--- src/sv/nfg_pkg.sv ---
// Shared constants, types and sine table functions of the FSK tone generator.
package nfg_pkg;

  localparam int NUM_TONE_COUNT     = 8;
  localparam int SAMPLES_PER_SYMBOL = 64;
  localparam int SINE_ROM_DEPTH     = 256;
  localparam int MAX_OUT            = 64;
  localparam int TONE_W             = $clog2(NUM_TONE_COUNT);
  localparam int CNT_W              = 7;
  localparam int ROM_AW             = $clog2(SINE_ROM_DEPTH);
  localparam int Q_DEPTH            = 2;
  localparam int Q_AW               = $clog2(Q_DEPTH);
  localparam int Q_CW               = $clog2(Q_DEPTH + 1);

  localparam logic [31:0] QUARTER_TURN   = 32'h4000_0000;
  localparam logic [15:0] AMP_RESET      = 16'd32768;
  localparam logic [31:0] BASE_INC_RESET = 32'd402653184;
  localparam logic [31:0] STEP_INC_RESET = 32'd67108864;

  localparam logic [1:0] CFG_AMPLITUDE = 2'd0;
  localparam logic [1:0] CFG_BASE_INC  = 2'd1;
  localparam logic [1:0] CFG_STEP_INC  = 2'd2;

  localparam logic OP_BURST = 1'b0;
  localparam logic OP_TONE  = 1'b1;

  typedef struct packed {
    logic [15:0] amplitude;
    logic [31:0] base_increment;
    logic [31:0] step_increment;
  } cfg_t;

  typedef struct packed {
    logic              burst;
    logic [TONE_W-1:0] tone;
    logic [CNT_W-1:0]  count;
    logic [31:0]       increment;
  } cmd_t;

  function automatic logic [14:0] quarter_wave(input logic [6:0] q);
    logic [14:0] v;
    case (q)
      7'd0: v = 15'd0;          7'd1: v = 15'd804;        7'd2: v = 15'd1608;
      7'd3: v = 15'd2410;       7'd4: v = 15'd3212;       7'd5: v = 15'd4011;
      7'd6: v = 15'd4808;       7'd7: v = 15'd5602;       7'd8: v = 15'd6393;
      7'd9: v = 15'd7179;       7'd10: v = 15'd7962;      7'd11: v = 15'd8739;
      7'd12: v = 15'd9512;      7'd13: v = 15'd10278;     7'd14: v = 15'd11039;
      7'd15: v = 15'd11793;     7'd16: v = 15'd12539;     7'd17: v = 15'd13279;
      7'd18: v = 15'd14010;     7'd19: v = 15'd14732;     7'd20: v = 15'd15446;
      7'd21: v = 15'd16151;     7'd22: v = 15'd16846;     7'd23: v = 15'd17530;
      7'd24: v = 15'd18204;     7'd25: v = 15'd18868;     7'd26: v = 15'd19519;
      7'd27: v = 15'd20159;     7'd28: v = 15'd20787;     7'd29: v = 15'd21403;
      7'd30: v = 15'd22005;     7'd31: v = 15'd22594;     7'd32: v = 15'd23170;
      7'd33: v = 15'd23731;     7'd34: v = 15'd24279;     7'd35: v = 15'd24811;
      7'd36: v = 15'd25329;     7'd37: v = 15'd25832;     7'd38: v = 15'd26319;
      7'd39: v = 15'd26790;     7'd40: v = 15'd27245;     7'd41: v = 15'd27683;
      7'd42: v = 15'd28105;     7'd43: v = 15'd28510;     7'd44: v = 15'd28898;
      7'd45: v = 15'd29268;     7'd46: v = 15'd29621;     7'd47: v = 15'd29956;
      7'd48: v = 15'd30273;     7'd49: v = 15'd30571;     7'd50: v = 15'd30852;
      7'd51: v = 15'd31113;     7'd52: v = 15'd31356;     7'd53: v = 15'd31580;
      7'd54: v = 15'd31785;     7'd55: v = 15'd31971;     7'd56: v = 15'd32137;
      7'd57: v = 15'd32285;     7'd58: v = 15'd32412;     7'd59: v = 15'd32521;
      7'd60: v = 15'd32609;     7'd61: v = 15'd32678;     7'd62: v = 15'd32728;
      7'd63: v = 15'd32757;     7'd64: v = 15'd32767;
      default: v = 15'd0;
    endcase
    return v;
  endfunction

  function automatic logic signed [15:0] sine_rom(input logic [ROM_AW-1:0] idx);
    logic [5:0]  q;
    logic [1:0]  quad;
    logic [14:0] mag;
    q    = idx[5:0];
    quad = idx[7:6];
    if (quad[0]) begin
      mag = quarter_wave(7'd64 - {1'b0, q});
    end else begin
      mag = quarter_wave({1'b0, q});
    end
    if (quad[1]) begin
      return -$signed({1'b0, mag});
    end
    return $signed({1'b0, mag});
  endfunction

endpackage

--- src/sv/nfg_front.sv ---
// Front end: accepts requests, clamps the tone, sizes the run and works out the increment.
module nfg_front (
  input  logic                         in_valid,
  output logic                         in_ready,
  input  logic                         in_operation,
  input  logic [7:0]                   in_symbol,
  input  logic [6:0]                   in_sample_count,
  input  nfg_pkg::cfg_t                cfg,
  input  logic                         q_full,
  output logic                         q_push,
  output nfg_pkg::cmd_t                q_cmd
);
  import nfg_pkg::*;

  logic [TONE_W-1:0] tone;
  logic [CNT_W-1:0]  count;
  logic [31:0]       step_prod;

  always_comb begin
    if (in_symbol >= 8'(NUM_TONE_COUNT)) begin
      tone = TONE_W'(NUM_TONE_COUNT - 1);
    end else begin
      tone = in_symbol[TONE_W-1:0];
    end
    if (in_operation == OP_BURST) begin
      count = CNT_W'(SAMPLES_PER_SYMBOL);
    end else if (in_sample_count > CNT_W'(MAX_OUT)) begin
      count = CNT_W'(MAX_OUT);
    end else begin
      count = in_sample_count;
    end
    step_prod = cfg.step_increment * {{(32-TONE_W){1'b0}}, tone};
  end

  assign in_ready = !q_full;

  // A tone request with no samples leaves the state alone, so it is dropped here.
  assign q_push = in_valid && !q_full && (count != '0);

  assign q_cmd.burst     = (in_operation == OP_BURST);
  assign q_cmd.tone      = tone;
  assign q_cmd.count     = count;
  assign q_cmd.increment = cfg.base_increment + step_prod;

endmodule

--- config.mk ---
export PLATFORM = sky130hd
export DESIGN_NAME = nfg_front
export DESIGN_NICKNAME = d
export VERILOG_FILES = /design/src/sv/nfg_pkg.sv /design/src/sv/nfg_front.sv
export SDC_FILE = /design/constraint.sdc
export NUM_CORES = 1
export LEC_CHECK = 0
export ABC_AREA = 1
export BUFFER_PORTS_ARGS = -buffer_cell sky130_fd_sc_hd__buf_4
export CELL_PAD_IN_SITES_DETAIL_PLACEMENT = 0
export CELL_PAD_IN_SITES_GLOBAL_PLACEMENT = 1
export CORE_MARGIN = 1
export CORE_UTILIZATION = 25
export DETAILED_ROUTE_END_ITERATION = 8
export PLACE_DENSITY = 0.59
export SLEW_MARGIN = 20
export SYNTH_ARGS = -nofsm -noshare
export SYNTH_HDL_FRONTEND = slang
export SYNTH_SLANG_ARGS = --single-unit
--- constraint.sdc ---
create_clock -name vclk -period 6.3
set_input_delay 0.945 -clock vclk [all_inputs]
set_output_delay 0.945 -clock vclk [all_outputs]
set_load 0.005 [all_outputs]
## Word level (Yosys, flattened, before mapping)

Cells that the tools add are included.

| word-level totals | value |
|---|---|
| register bits | 0 |
| bits of input ports | 98 |
| output and inout bits | 45 |
| logic and storage cells | 12 |

| cells by class | value |
|---|---|
| add/sub/neg operators | 1 |
| $mul | 1 |
| order comparisons | 2 |
| mux-type cells | 3 |
| bitwise operators | 1 |
| reductions and logical operators | 4 |

Operators with widths:

| cell | number |
|---|---|
| adder 32 bit | 1 |
| multiplier 32 x 3 -> 32 bit | 1 |
| two-way mux 7 bit | 2 |
| >= comparator 8 x 4 -> 1 bit (second input constant) | 1 |
| > comparator 7 bit (second input constant) | 1 |
| nonzero test 7 bit | 1 |
| two-way mux 3 bit | 1 |
| logical AND 1 bit | 2 |
| logical NOT 1 bit | 1 |
| inverter 1 bit | 1 |

## Logic depth before layout (Yosys ltp)

| logic depth | value |
|---|---|
| depth after elaboration | 5 |
| depth in mapped cells | 22 |
| depth with buffers taken out | 21 |

## Least setup slack after synthesis

No wires, ideal clock.

| timing | value |
|---|---|
| path kind | input to output |
| from | in in_symbol[5] |
| to | out q_cmd[31] (netlist bit) |
| arrival time | 4039 ps |
| required time | 5355 ps |
| setup slack | 1316 ps |
| cell stages on the path | 18 |
| buffers on the path | 1 |
| path through | nor2_2 > nand3_2 > nor2_4 > clkbuf_1 > nor2_1 > fa_1 > inv_1 > fa_1 > inv_1 > ha_1 > nand2_1 > inv_1 > a21oi_1 > and2_1 > nand2_1 > a21oi_1 > nand3_1 > nand2_1 |

RTL lines:

| item | RTL line | source |
|---|---|---|
| start, declared | nfg_front.sv:6 | `input logic [7:0] in_symbol,` |
| end, declared | nfg_front.sv:11 | `output nfg_pkg::cmd_t q_cmd` |

==> metrics.cfg <==
[grt]
grt_pass1_wl_mm=21.7
grt_usage_pct=14.8
grt_antenna_before_repair=0
grt_start_max_net_pins=30
grt_overflow_total=0
first_global_vias=4579

[floorplan]
pin_count=143
die_h_um=134
dieArea_um2=18100
core_um2=17200
die_w_um=134
start_util_pct=25.4
fp-row-count=48

[synth]
yosysTopAreaCell=fa_1
syn_nets=933
ys_seq_area_share_pct=0
syn_area_per_cell_um2=5.90
synth_cell_type_count=33
syn_inst=743
syn_area_um2=4390
yosysWarnings=0
synth.area.top_cells=fa_1 (27%), inv_1 (20%), nand2_1 (12%)
yosysTopAreaCellShare_pct=26.9

[sta]
finalHoldViolCount=0
worst_slew_pin_slew_ps=476
rsz0062_at_grt=false
slew_headroom_pct=68.2
slew_viol_final=0
period_share_pct=88.8
setup_viol=0
max_freq_mhz=179
tns_ps=0
layout_min_cycle_time_ps=5590

[finish]
syn2layout_area_growth_pct=28.8
mostFrequentLayoutCell=inv_1
fin_nets=1060
n_antenna_cell=0
clkbuf_count=0
final_layout_size_suffix_gt1_share_pct=17.1
final_cells=1093
flops_and_latches=0
final_cell_mix=inv_1 (235), nand2_1 (145), buf_4 (130)
regArea_um2=0
n_fill_cell=2011

[cts]
postCtsSetupBuffers=0
postCtsResizedCells=0
ctsHoldBuffers=0

[route]
drc=0
viasPerCell=4.09
drt_iter0_markers=116
vias=4469
ant_nets=0
drt_pass1_iterations=4
wl_per_cell_um=11.7
routed_wl_mm=12.8

[pwr]
p_per_area_nw_per_um2=247
cellLeakagePower_uw=0.00344
finalPower_uw=1390
peakVddDrop_mv=0.108

[critical_path]
critPathMaxFanout=28
critPathMaxStageDelay_ps=540
cp.arrival_ps=4650
crit_required_ps=5350
worst-setup-path-type=in -> out
crit_chain=buf_4, nor2_2, nand3_2, nor2_4, buf_4, nor2_1, fa_1, inv_1, fa_1, inv_1, ha_1, nand2_1, inv_1, a21oi_1, and2_1, nand2_1, a21oi_1, inv_1, nand2_1, nand2_1, buf_4
endpoint_kind=primary output
worstSetupStartpointType=input pin
crit_slowest_cell=fa_1

[place]
io_buffers=127
dp_hpwl_mm=11.9
dp.cells=1093
gp_congestion=0.801

[hold_path]
hold_class=in -> out

[run_status]
status=completed

[job]
maxCapViolCount=0

[Yosys cell counts]
master,instances
a31oi_1,2
xor2_1,18
inv_1,235
nor4_1,2
nor3_2,1
o21bai_1,6
a21o_1,1
a21oi_1,28
nor2_4,1
nand4_1,11
nand3_1,30
nor3_1,3
nor2_2,6
nand2_2,2
clkbuf_1,2
buf_2,4
nand2b_1,1
nand3b_1,1
nand3_2,3
a41oi_1,1
o21a_1,2
nor2_1,124
fa_1,59
buf_4,1
nand2_1,145
or2_1,1
ha_1,33
o21ai_1,1
o21ai_0,11
inv_2,3
and2_1,1
a21boi_0,2
xnor2_1,2
[final timing paths]
check	from	endpoint	slack, ps	cells after the start
hold / removal	in_operation	q_cmd[42]	2120	3
setup / recovery	in_symbol[5]	q_cmd[31]	710	21
[area by class of cell]
type | count | area (µm²) | area share [%]
inverter | 238 | 893 | 15.8
multi-input combinational | 498 | 3460 | 61.2
tap | 225 | 282 | 4.98
timing repair buffer | 132 | 1020 | 18.0
[critical path, delay by kind of cell]
family	cells	cell delay, ps
AO/OA/AOI/OAI	2	490
adder cells (fa/ha/maj)	3	1410
buffers and inverters	7	780
AND/OR/NAND/NOR	9	1000
[stage by stage]
| step | instance area [µm²] | utilization (%) | worst slack (ps) | hold slack, ps |
|---|---|---|---|---|
| final | 5650 | 32.8 | 707 | 2120 |
| after global routing | 5650 | 32.8 | 301 | 2130 |
| after CTS | 5650 | 32.8 | 652 | 2120 |
| after detailed placement | 5650 | 32.8 | 660 | 2120 |
| after global placement | 5650 | 32.8 | 627 | 2120 |
| after floorplan | 4390 | - | 1320 | 1920 |
[layer usage]
metal | share of wire (%) | routed length, µm | track usage [%]
met1 | 52 | 6700 | 22.2
met2 | 44 | 5690 | 25.0
met3 | 3.3 | 417 | 0.151
met4 | 0.17 | 22 | 0.250
met5 | 0 | 0 | 0
[cells by family after synthesis]
family	count (synthesis)	synth area share, %
simple gates	332	31.6
compound gates	54	6.93
fa+ha+maj	92	36.3
buf+inv	245	21.2
xor+xnor	20	3.99
[power by group]
| part | total, µW | internal (µW) | switching (µW) | leakage, µW |
|---|---|---|---|---|
| clock network | 0 | 0 | 0 | 0 |
| registers | 0 | 0 | 0 | 0 |
| logic | 1390 | 600 | 795 | 0.00344 |
Note: power is estimated with default switching activity, not from simulation.
