$ cat config.mk
export PLATFORM = sky130hd
export DESIGN_NAME = nfg_cmd_queue
export DESIGN_NICKNAME = d
export VERILOG_FILES = /design/src/sv/nfg_pkg.sv /design/src/sv/nfg_cmd_queue.sv
export SDC_FILE = /design/constraint.sdc
export NUM_CORES = 1
export LEC_CHECK = 0
export BUFFER_PORTS_ARGS = -buffer_cell sky130_fd_sc_hd__clkbuf_2
export CAP_MARGIN = 20
export CORE_UTILIZATION = 28
export CTS_CLUSTER_SIZE = 24
export DETAILED_ROUTE_END_ITERATION = 10
export PLACE_DENSITY = 0.59
export REMOVE_ABC_BUFFERS = 1
export SLEW_MARGIN = 20
export SYNTH_ARGS = -nofsm -noshare
export SYNTH_HDL_FRONTEND = slang
export SYNTH_SLANG_ARGS = --single-unit
$ cat constraint.sdc
create_clock -name clk -period 3.7 [get_ports clk]
set_input_delay 0.185 -clock clk [delete_from_list [all_inputs] [get_ports clk]]
set_output_delay 0.185 -clock clk [all_outputs]
set_load 0.01 [all_outputs]
$ cat src/sv/nfg_pkg.sv
// Shared constants, types and sine table functions of the FSK tone generator.
package nfg_pkg;

  localparam int NUM_TONE_COUNT     = 8;
  localparam int SAMPLES_PER_SYMBOL = 64;
  localparam int SINE_ROM_DEPTH     = 256;
  localparam int MAX_OUT            = 64;
  localparam int TONE_W             = $clog2(NUM_TONE_COUNT);
  localparam int CNT_W              = 7;
  localparam int ROM_AW             = $clog2(SINE_ROM_DEPTH);
  localparam int Q_DEPTH            = 2;
  localparam int Q_AW               = $clog2(Q_DEPTH);
  localparam int Q_CW               = $clog2(Q_DEPTH + 1);

  localparam logic [31:0] QUARTER_TURN   = 32'h4000_0000;
  localparam logic [15:0] AMP_RESET      = 16'd32768;
  localparam logic [31:0] BASE_INC_RESET = 32'd402653184;
  localparam logic [31:0] STEP_INC_RESET = 32'd67108864;

  localparam logic [1:0] CFG_AMPLITUDE = 2'd0;
  localparam logic [1:0] CFG_BASE_INC  = 2'd1;
  localparam logic [1:0] CFG_STEP_INC  = 2'd2;

  localparam logic OP_BURST = 1'b0;
  localparam logic OP_TONE  = 1'b1;

  typedef struct packed {
    logic [15:0] amplitude;
    logic [31:0] base_increment;
    logic [31:0] step_increment;
  } cfg_t;

  typedef struct packed {
    logic              burst;
    logic [TONE_W-1:0] tone;
    logic [CNT_W-1:0]  count;
    logic [31:0]       increment;
  } cmd_t;

  function automatic logic [14:0] quarter_wave(input logic [6:0] q);
    logic [14:0] v;
    case (q)
      7'd0: v = 15'd0;          7'd1: v = 15'd804;        7'd2: v = 15'd1608;
      7'd3: v = 15'd2410;       7'd4: v = 15'd3212;       7'd5: v = 15'd4011;
      7'd6: v = 15'd4808;       7'd7: v = 15'd5602;       7'd8: v = 15'd6393;
      7'd9: v = 15'd7179;       7'd10: v = 15'd7962;      7'd11: v = 15'd8739;
      7'd12: v = 15'd9512;      7'd13: v = 15'd10278;     7'd14: v = 15'd11039;
      7'd15: v = 15'd11793;     7'd16: v = 15'd12539;     7'd17: v = 15'd13279;
      7'd18: v = 15'd14010;     7'd19: v = 15'd14732;     7'd20: v = 15'd15446;
      7'd21: v = 15'd16151;     7'd22: v = 15'd16846;     7'd23: v = 15'd17530;
      7'd24: v = 15'd18204;     7'd25: v = 15'd18868;     7'd26: v = 15'd19519;
      7'd27: v = 15'd20159;     7'd28: v = 15'd20787;     7'd29: v = 15'd21403;
      7'd30: v = 15'd22005;     7'd31: v = 15'd22594;     7'd32: v = 15'd23170;
      7'd33: v = 15'd23731;     7'd34: v = 15'd24279;     7'd35: v = 15'd24811;
      7'd36: v = 15'd25329;     7'd37: v = 15'd25832;     7'd38: v = 15'd26319;
      7'd39: v = 15'd26790;     7'd40: v = 15'd27245;     7'd41: v = 15'd27683;
      7'd42: v = 15'd28105;     7'd43: v = 15'd28510;     7'd44: v = 15'd28898;
      7'd45: v = 15'd29268;     7'd46: v = 15'd29621;     7'd47: v = 15'd29956;
      7'd48: v = 15'd30273;     7'd49: v = 15'd30571;     7'd50: v = 15'd30852;
      7'd51: v = 15'd31113;     7'd52: v = 15'd31356;     7'd53: v = 15'd31580;
      7'd54: v = 15'd31785;     7'd55: v = 15'd31971;     7'd56: v = 15'd32137;
      7'd57: v = 15'd32285;     7'd58: v = 15'd32412;     7'd59: v = 15'd32521;
      7'd60: v = 15'd32609;     7'd61: v = 15'd32678;     7'd62: v = 15'd32728;
      7'd63: v = 15'd32757;     7'd64: v = 15'd32767;
      default: v = 15'd0;
    endcase
    return v;
  endfunction

  function automatic logic signed [15:0] sine_rom(input logic [ROM_AW-1:0] idx);
    logic [5:0]  q;
    logic [1:0]  quad;
    logic [14:0] mag;
    q    = idx[5:0];
    quad = idx[7:6];
    if (quad[0]) begin
      mag = quarter_wave(7'd64 - {1'b0, q});
    end else begin
      mag = quarter_wave({1'b0, q});
    end
    if (quad[1]) begin
      return -$signed({1'b0, mag});
    end
    return $signed({1'b0, mag});
  endfunction

endpackage

$ cat src/sv/nfg_cmd_queue.sv
// Short command queue between the front end and the sample engine.
module nfg_cmd_queue (
  input  logic          clk,
  input  logic          rst_n,
  input  logic          push,
  input  nfg_pkg::cmd_t push_cmd,
  output logic          full,
  input  logic          pop,
  output logic          empty,
  output nfg_pkg::cmd_t head_cmd
);
  import nfg_pkg::*;

  cmd_t            store_r [Q_DEPTH];
  logic [Q_AW-1:0] wr_ptr_r, wr_ptr_nxt;
  logic [Q_AW-1:0] rd_ptr_r, rd_ptr_nxt;
  logic [Q_CW-1:0] fill_r, fill_nxt;
  logic            do_push;
  logic            do_pop;

  assign full     = (fill_r == Q_CW'(Q_DEPTH));
  assign empty    = (fill_r == '0);
  assign head_cmd = store_r[rd_ptr_r];
  assign do_push  = push && !full;
  assign do_pop   = pop && !empty;

  always_comb begin
    wr_ptr_nxt = wr_ptr_r;
    rd_ptr_nxt = rd_ptr_r;
    fill_nxt   = fill_r;
    if (do_push) begin
      wr_ptr_nxt = (wr_ptr_r == Q_AW'(Q_DEPTH - 1)) ? '0 : wr_ptr_r + 1'b1;
    end
    if (do_pop) begin
      rd_ptr_nxt = (rd_ptr_r == Q_AW'(Q_DEPTH - 1)) ? '0 : rd_ptr_r + 1'b1;
    end
    if (do_push && !do_pop) begin
      fill_nxt = fill_r + 1'b1;
    end else if (do_pop && !do_push) begin
      fill_nxt = fill_r - 1'b1;
    end
  end

  always_ff @(posedge clk) begin
    if (!rst_n) begin
      wr_ptr_r <= '0;
      rd_ptr_r <= '0;
      fill_r   <= '0;
    end else begin
      wr_ptr_r <= wr_ptr_nxt;
      rd_ptr_r <= rd_ptr_nxt;
      fill_r   <= fill_nxt;
    end
  end

  always_ff @(posedge clk) begin
    if (do_push) begin
      store_r[wr_ptr_r] <= push_cmd;
    end
  end

endmodule

# == Word-level counts from Yosys, hierarchy flattened ==
# Memories as Yosys holds them, arrays and structs flattened. A register that Yosys moved wholly into a read port is not among the register bits.
# Cells that the tools add are included.
# Widths: inputs -> output; s select.
# word_totals
register_bits,4
latchBits,0
ram_bits,86
mem_bits_ro,0
memories,1
# memory_table
name,words,width,read_ports,rd_ports_with_merged_regs,write_ports,line_no,source
store_r,2,43,1,1,1,nfg_cmd_queue.sv:14,cmd_t store_r [Q_DEPTH];
# op_classes
addsub,4
mul,0
div_mod_pow,0
magnitude_cmp,0
eq_ne,1
n_shift,0
mux,8
bitwise_logic,0
reduce_logical,10
# op_table
op,count
$mux 1,6
$logic_and 1x1->1,4
$logic_not 1->1,4
$mux 2,2
$add 1x1->1 const B,2
$add 2x1->2 const B,1
$eq 2x2->1 const B,1
$logic_not 2->1,1
$reduce_bool 2->1,1
$sub 2x1->2 const B,1

# == Logic depth before layout (Yosys ltp) ==
# logic_depth
depth_word,7
ltp_mapped,7
depth_no_buf,7

# == Worst setup path after synthesis ==
# Ideal clock, no wire load.
# synth_timing
kind,register -> register
startpoint,register fill_r[0]
endpoint,"memory store_r[0][0] (netlist bit), enable pin"
t_arrival_ns,2.306
t_required_ns,3.262
setup_slack_ns,0.956
stages_incl_launch_ff,4
path_buffers,0
cell_sequence,dfxtp_1 nand2b_1 inv_2 nor3_2
# synth_via
elab_chain_cells,5
# synth_lines
item,line_no,source
from (decl),nfg_cmd_queue.sv:17,"logic [Q_CW-1:0] fill_r, fill_nxt;"
from (signal assigned),nfg_cmd_queue.sv:52,fill_r <= fill_nxt;
$eq 2x2->1,nfg_cmd_queue.sv:21,assign full = (fill_r == Q_CW'(Q_DEPTH));
net full,nfg_cmd_queue.sv:7,"output logic full,"
$logic_not 1->1,nfg_cmd_queue.sv:24,assign do_push = push && !full;
$logic_and 1x1->1,nfg_cmd_queue.sv:24,
$mux 1,nfg_cmd_queue.sv:57,if (do_push) begin
$mux 1 (not written as such),nfg_cmd_queue.sv:58,store_r[wr_ptr_r] <= push_cmd;
to (decl),nfg_cmd_queue.sv:14,
# The timed path passes the listed nets, and every way through them passes these cells.

==> results_dict.tcl <==
set metrics [dict create \
    max_cap_viol_count 0 \
    synth_area_leaders "edfxtp_1 77%, mux2_2 15%, dfxtp_1 3.0%" \
    critPathLaunchType "register" \
    fin_skew_ns 0.00380 \
    cts_buffers 9 \
    io_buffers 91 \
    period_minus_slack_ns 1.83 \
    hold_violations 0 \
    diodes 0 \
    vias 1715 \
    die_width_um 111 \
    io_pins 92 \
    drtIter0Drc 44 \
    tightestPinTransition_ns 0.650 \
    track_usage_pct 9.84 \
    critical_path_class "reg2out" \
    finalMaxSlewViolations 0 \
    finalWeightedCongestion 0.622 \
    cts_tree "built" \
    core.rowCount 39 \
    violations "DRC" \
    grt_max_degree 44 \
    die_area_um2 12400 \
    yosysMostFrequentCell "edfxtp_1" \
    post_dp_cell_area_um2 3950 \
    area_growth_pct 27.0 \
    drive_above_1_share_pct 57.3 \
    ir_drop_mv 0.290 \
    final_area_um2 4240 \
    finalSetupViolations 0 \
    max_freq_mhz 546 \
    utilization_pct 36.8 \
    synth.distinct_cells 21 \
    power.density_nw_per_um2 687 \
    vias_per_cell 4.23 \
    worstPathMaxFanout 43 \
    hold_buffers 0 \
    drc 12 \
    grt_pass1_vias 1782 \
    rsz0062_at_grt "no" \
    clock_sinks 91 \
    grt_pass1_wl_um 8850 \
    wire_per_inst_um 14.2 \
    antenna_found_initial 0 \
    netlist_instances 159 \
    netlist_area_um2 3340 \
    crit_required_ns 3.51 \
    synth_top_area_cell "edfxtp_1" \
    worstPathArrival_ns 1.65 \
    async_reset_ff_share_pct 0 \
    core_um2 11500 \
    yosysWarnings 0 \
    ys_seq_area_share_pct 80.4 \
    cts_resized 0 \
    dp_hpwl_um 3400 \
    clk_pin_slew_ns 0.06 \
    finalWirelength_um 5740 \
    layout.nets 305 \
    ys.flop_type "edfxtp_1" \
    worstSetupEndpointType "output pin" \
    p_leak_nw 1.58 \
    start_util_pct 29.0 \
    synth_seq_cells 91 \
    first_pass_iters 7 \
    finalSetupTns_ns 0 \
    total_power_mw 2.91 \
    fp.dieH_um 111 \
    clockBufferDepth 2 \
    overflow 0 \
    clockRootBuffer "clkbuf_16" \
    clk_latency_ns 0.33 \
    status "finished, violations left" \
    hold_path_class "in2reg" \
    route.antenna.remaining_nets 0 \
    netlist.area_leader.share_pct 77.4 \
    post_cts_buffers 0 \
    avgSynthCellArea_um2 21.0 \
    synth_edf_count 86 \
    relSlewSlack_pct 56.7 \
    cts.htree.levels 3 \
    finalCritPeriodShare_pct 49.5 \
    synth_common_cells "86 x edfxtp_1, 43 x mux2_2, 5 x dfxtp_1, 4 x buf_4, 3 x and2_1" \
]
==> registers in the layout, indices dropped and copies added (netlist names), named ones only <==
signal and flops:
fill_r 2, rd_ptr_r 1, wr_ptr_r 1, store_r 86
==> layout make-up <==
class	instances	area [µm²]
fillers	1122	7280
flip-flops and latches	91	2690
multi-input cells	61	622
repair buffers	92	463
clock buffers	13	240
well taps	143	179
clock inverters	3	38.8
inverters	2	7.51
==> cells by family (layout without fill, tap and decap cells) <==
logic type	after synthesis	after routing	share of synthesized area (%)
AND/OR/NAND/NOR	9	9	1.65
buffers and inverters	7	110	1.27
XOR/XNOR	3	3	0.788
adder cells (fa/ha/maj)	1	1	0.375
AO/OA/AOI/OAI	5	5	0.975
multiplexers	43	43	14.5
flip-flops	91	91	80.4
==> path summary, 6_finish.rpt <==
check,startpoint,endpoint,cells past startpoint,slack (ns)
max,register,head_cmd[35],2,1.87
min,push_cmd[28],store_r[1][28],1,0.04
max reg2reg,fill_r[0],store_r[0][4],4,1.96
min reg2reg,fill_r[1],fill_r[1],2,0.53
==> per-stage QoR <==
stage          instances  hold WS, ns  setup slack (ns)
4_1_cts              405       0.0173              1.70
3_5_place_dp         389        0.377              1.72
6_report             405       0.0388              1.87
5_1_grt              405       0.0168              1.74
3_3_place_gp         389        0.375              1.76
2_1_floorplan        154        0.284             0.956
==> layout by cell type, fill, tap and decap left out, drive strengths merged <==
cell type  Yosys  routed
a21boi         2       2
and2           3       3
and3           1       1
buf            5       1
bufinv         0       1
clkbuf         0     104
clkinv         0       2
dfxtp          5       5
edfxtp        86      86
ha             1       1
inv            2       2
mux2          43      43
nand2b         1       1
nor2           2       2
nor3           1       1
o21a           1       1
o21ai          2       2
or3            1       1
xnor2          2       2
xor2           1       1
==> critical path, cell delays in order (launching register included) <==
cell and delay (ns):
dfxtp_4 0.75, mux2_2 0.42, clkbuf_2 0.13
==> layer usage <==
metal	GRT usage [%]	part of all wire, %
met1	11.2	45
met4	4.05	1.5
met3	4.87	6.4
met5	0	0
met2	15.8	47
==> where the power goes <==
group | switching, mW | total [mW] | internal, mW
clock network | 0.342 | 0.863 | 0.521
logic | 0.313 | 0.639 | 0.326
registers | 0.107 | 1.41 | 1.30
total | 0.762 | 2.91 | 2.15
Power figures use the tool's default switching activity.
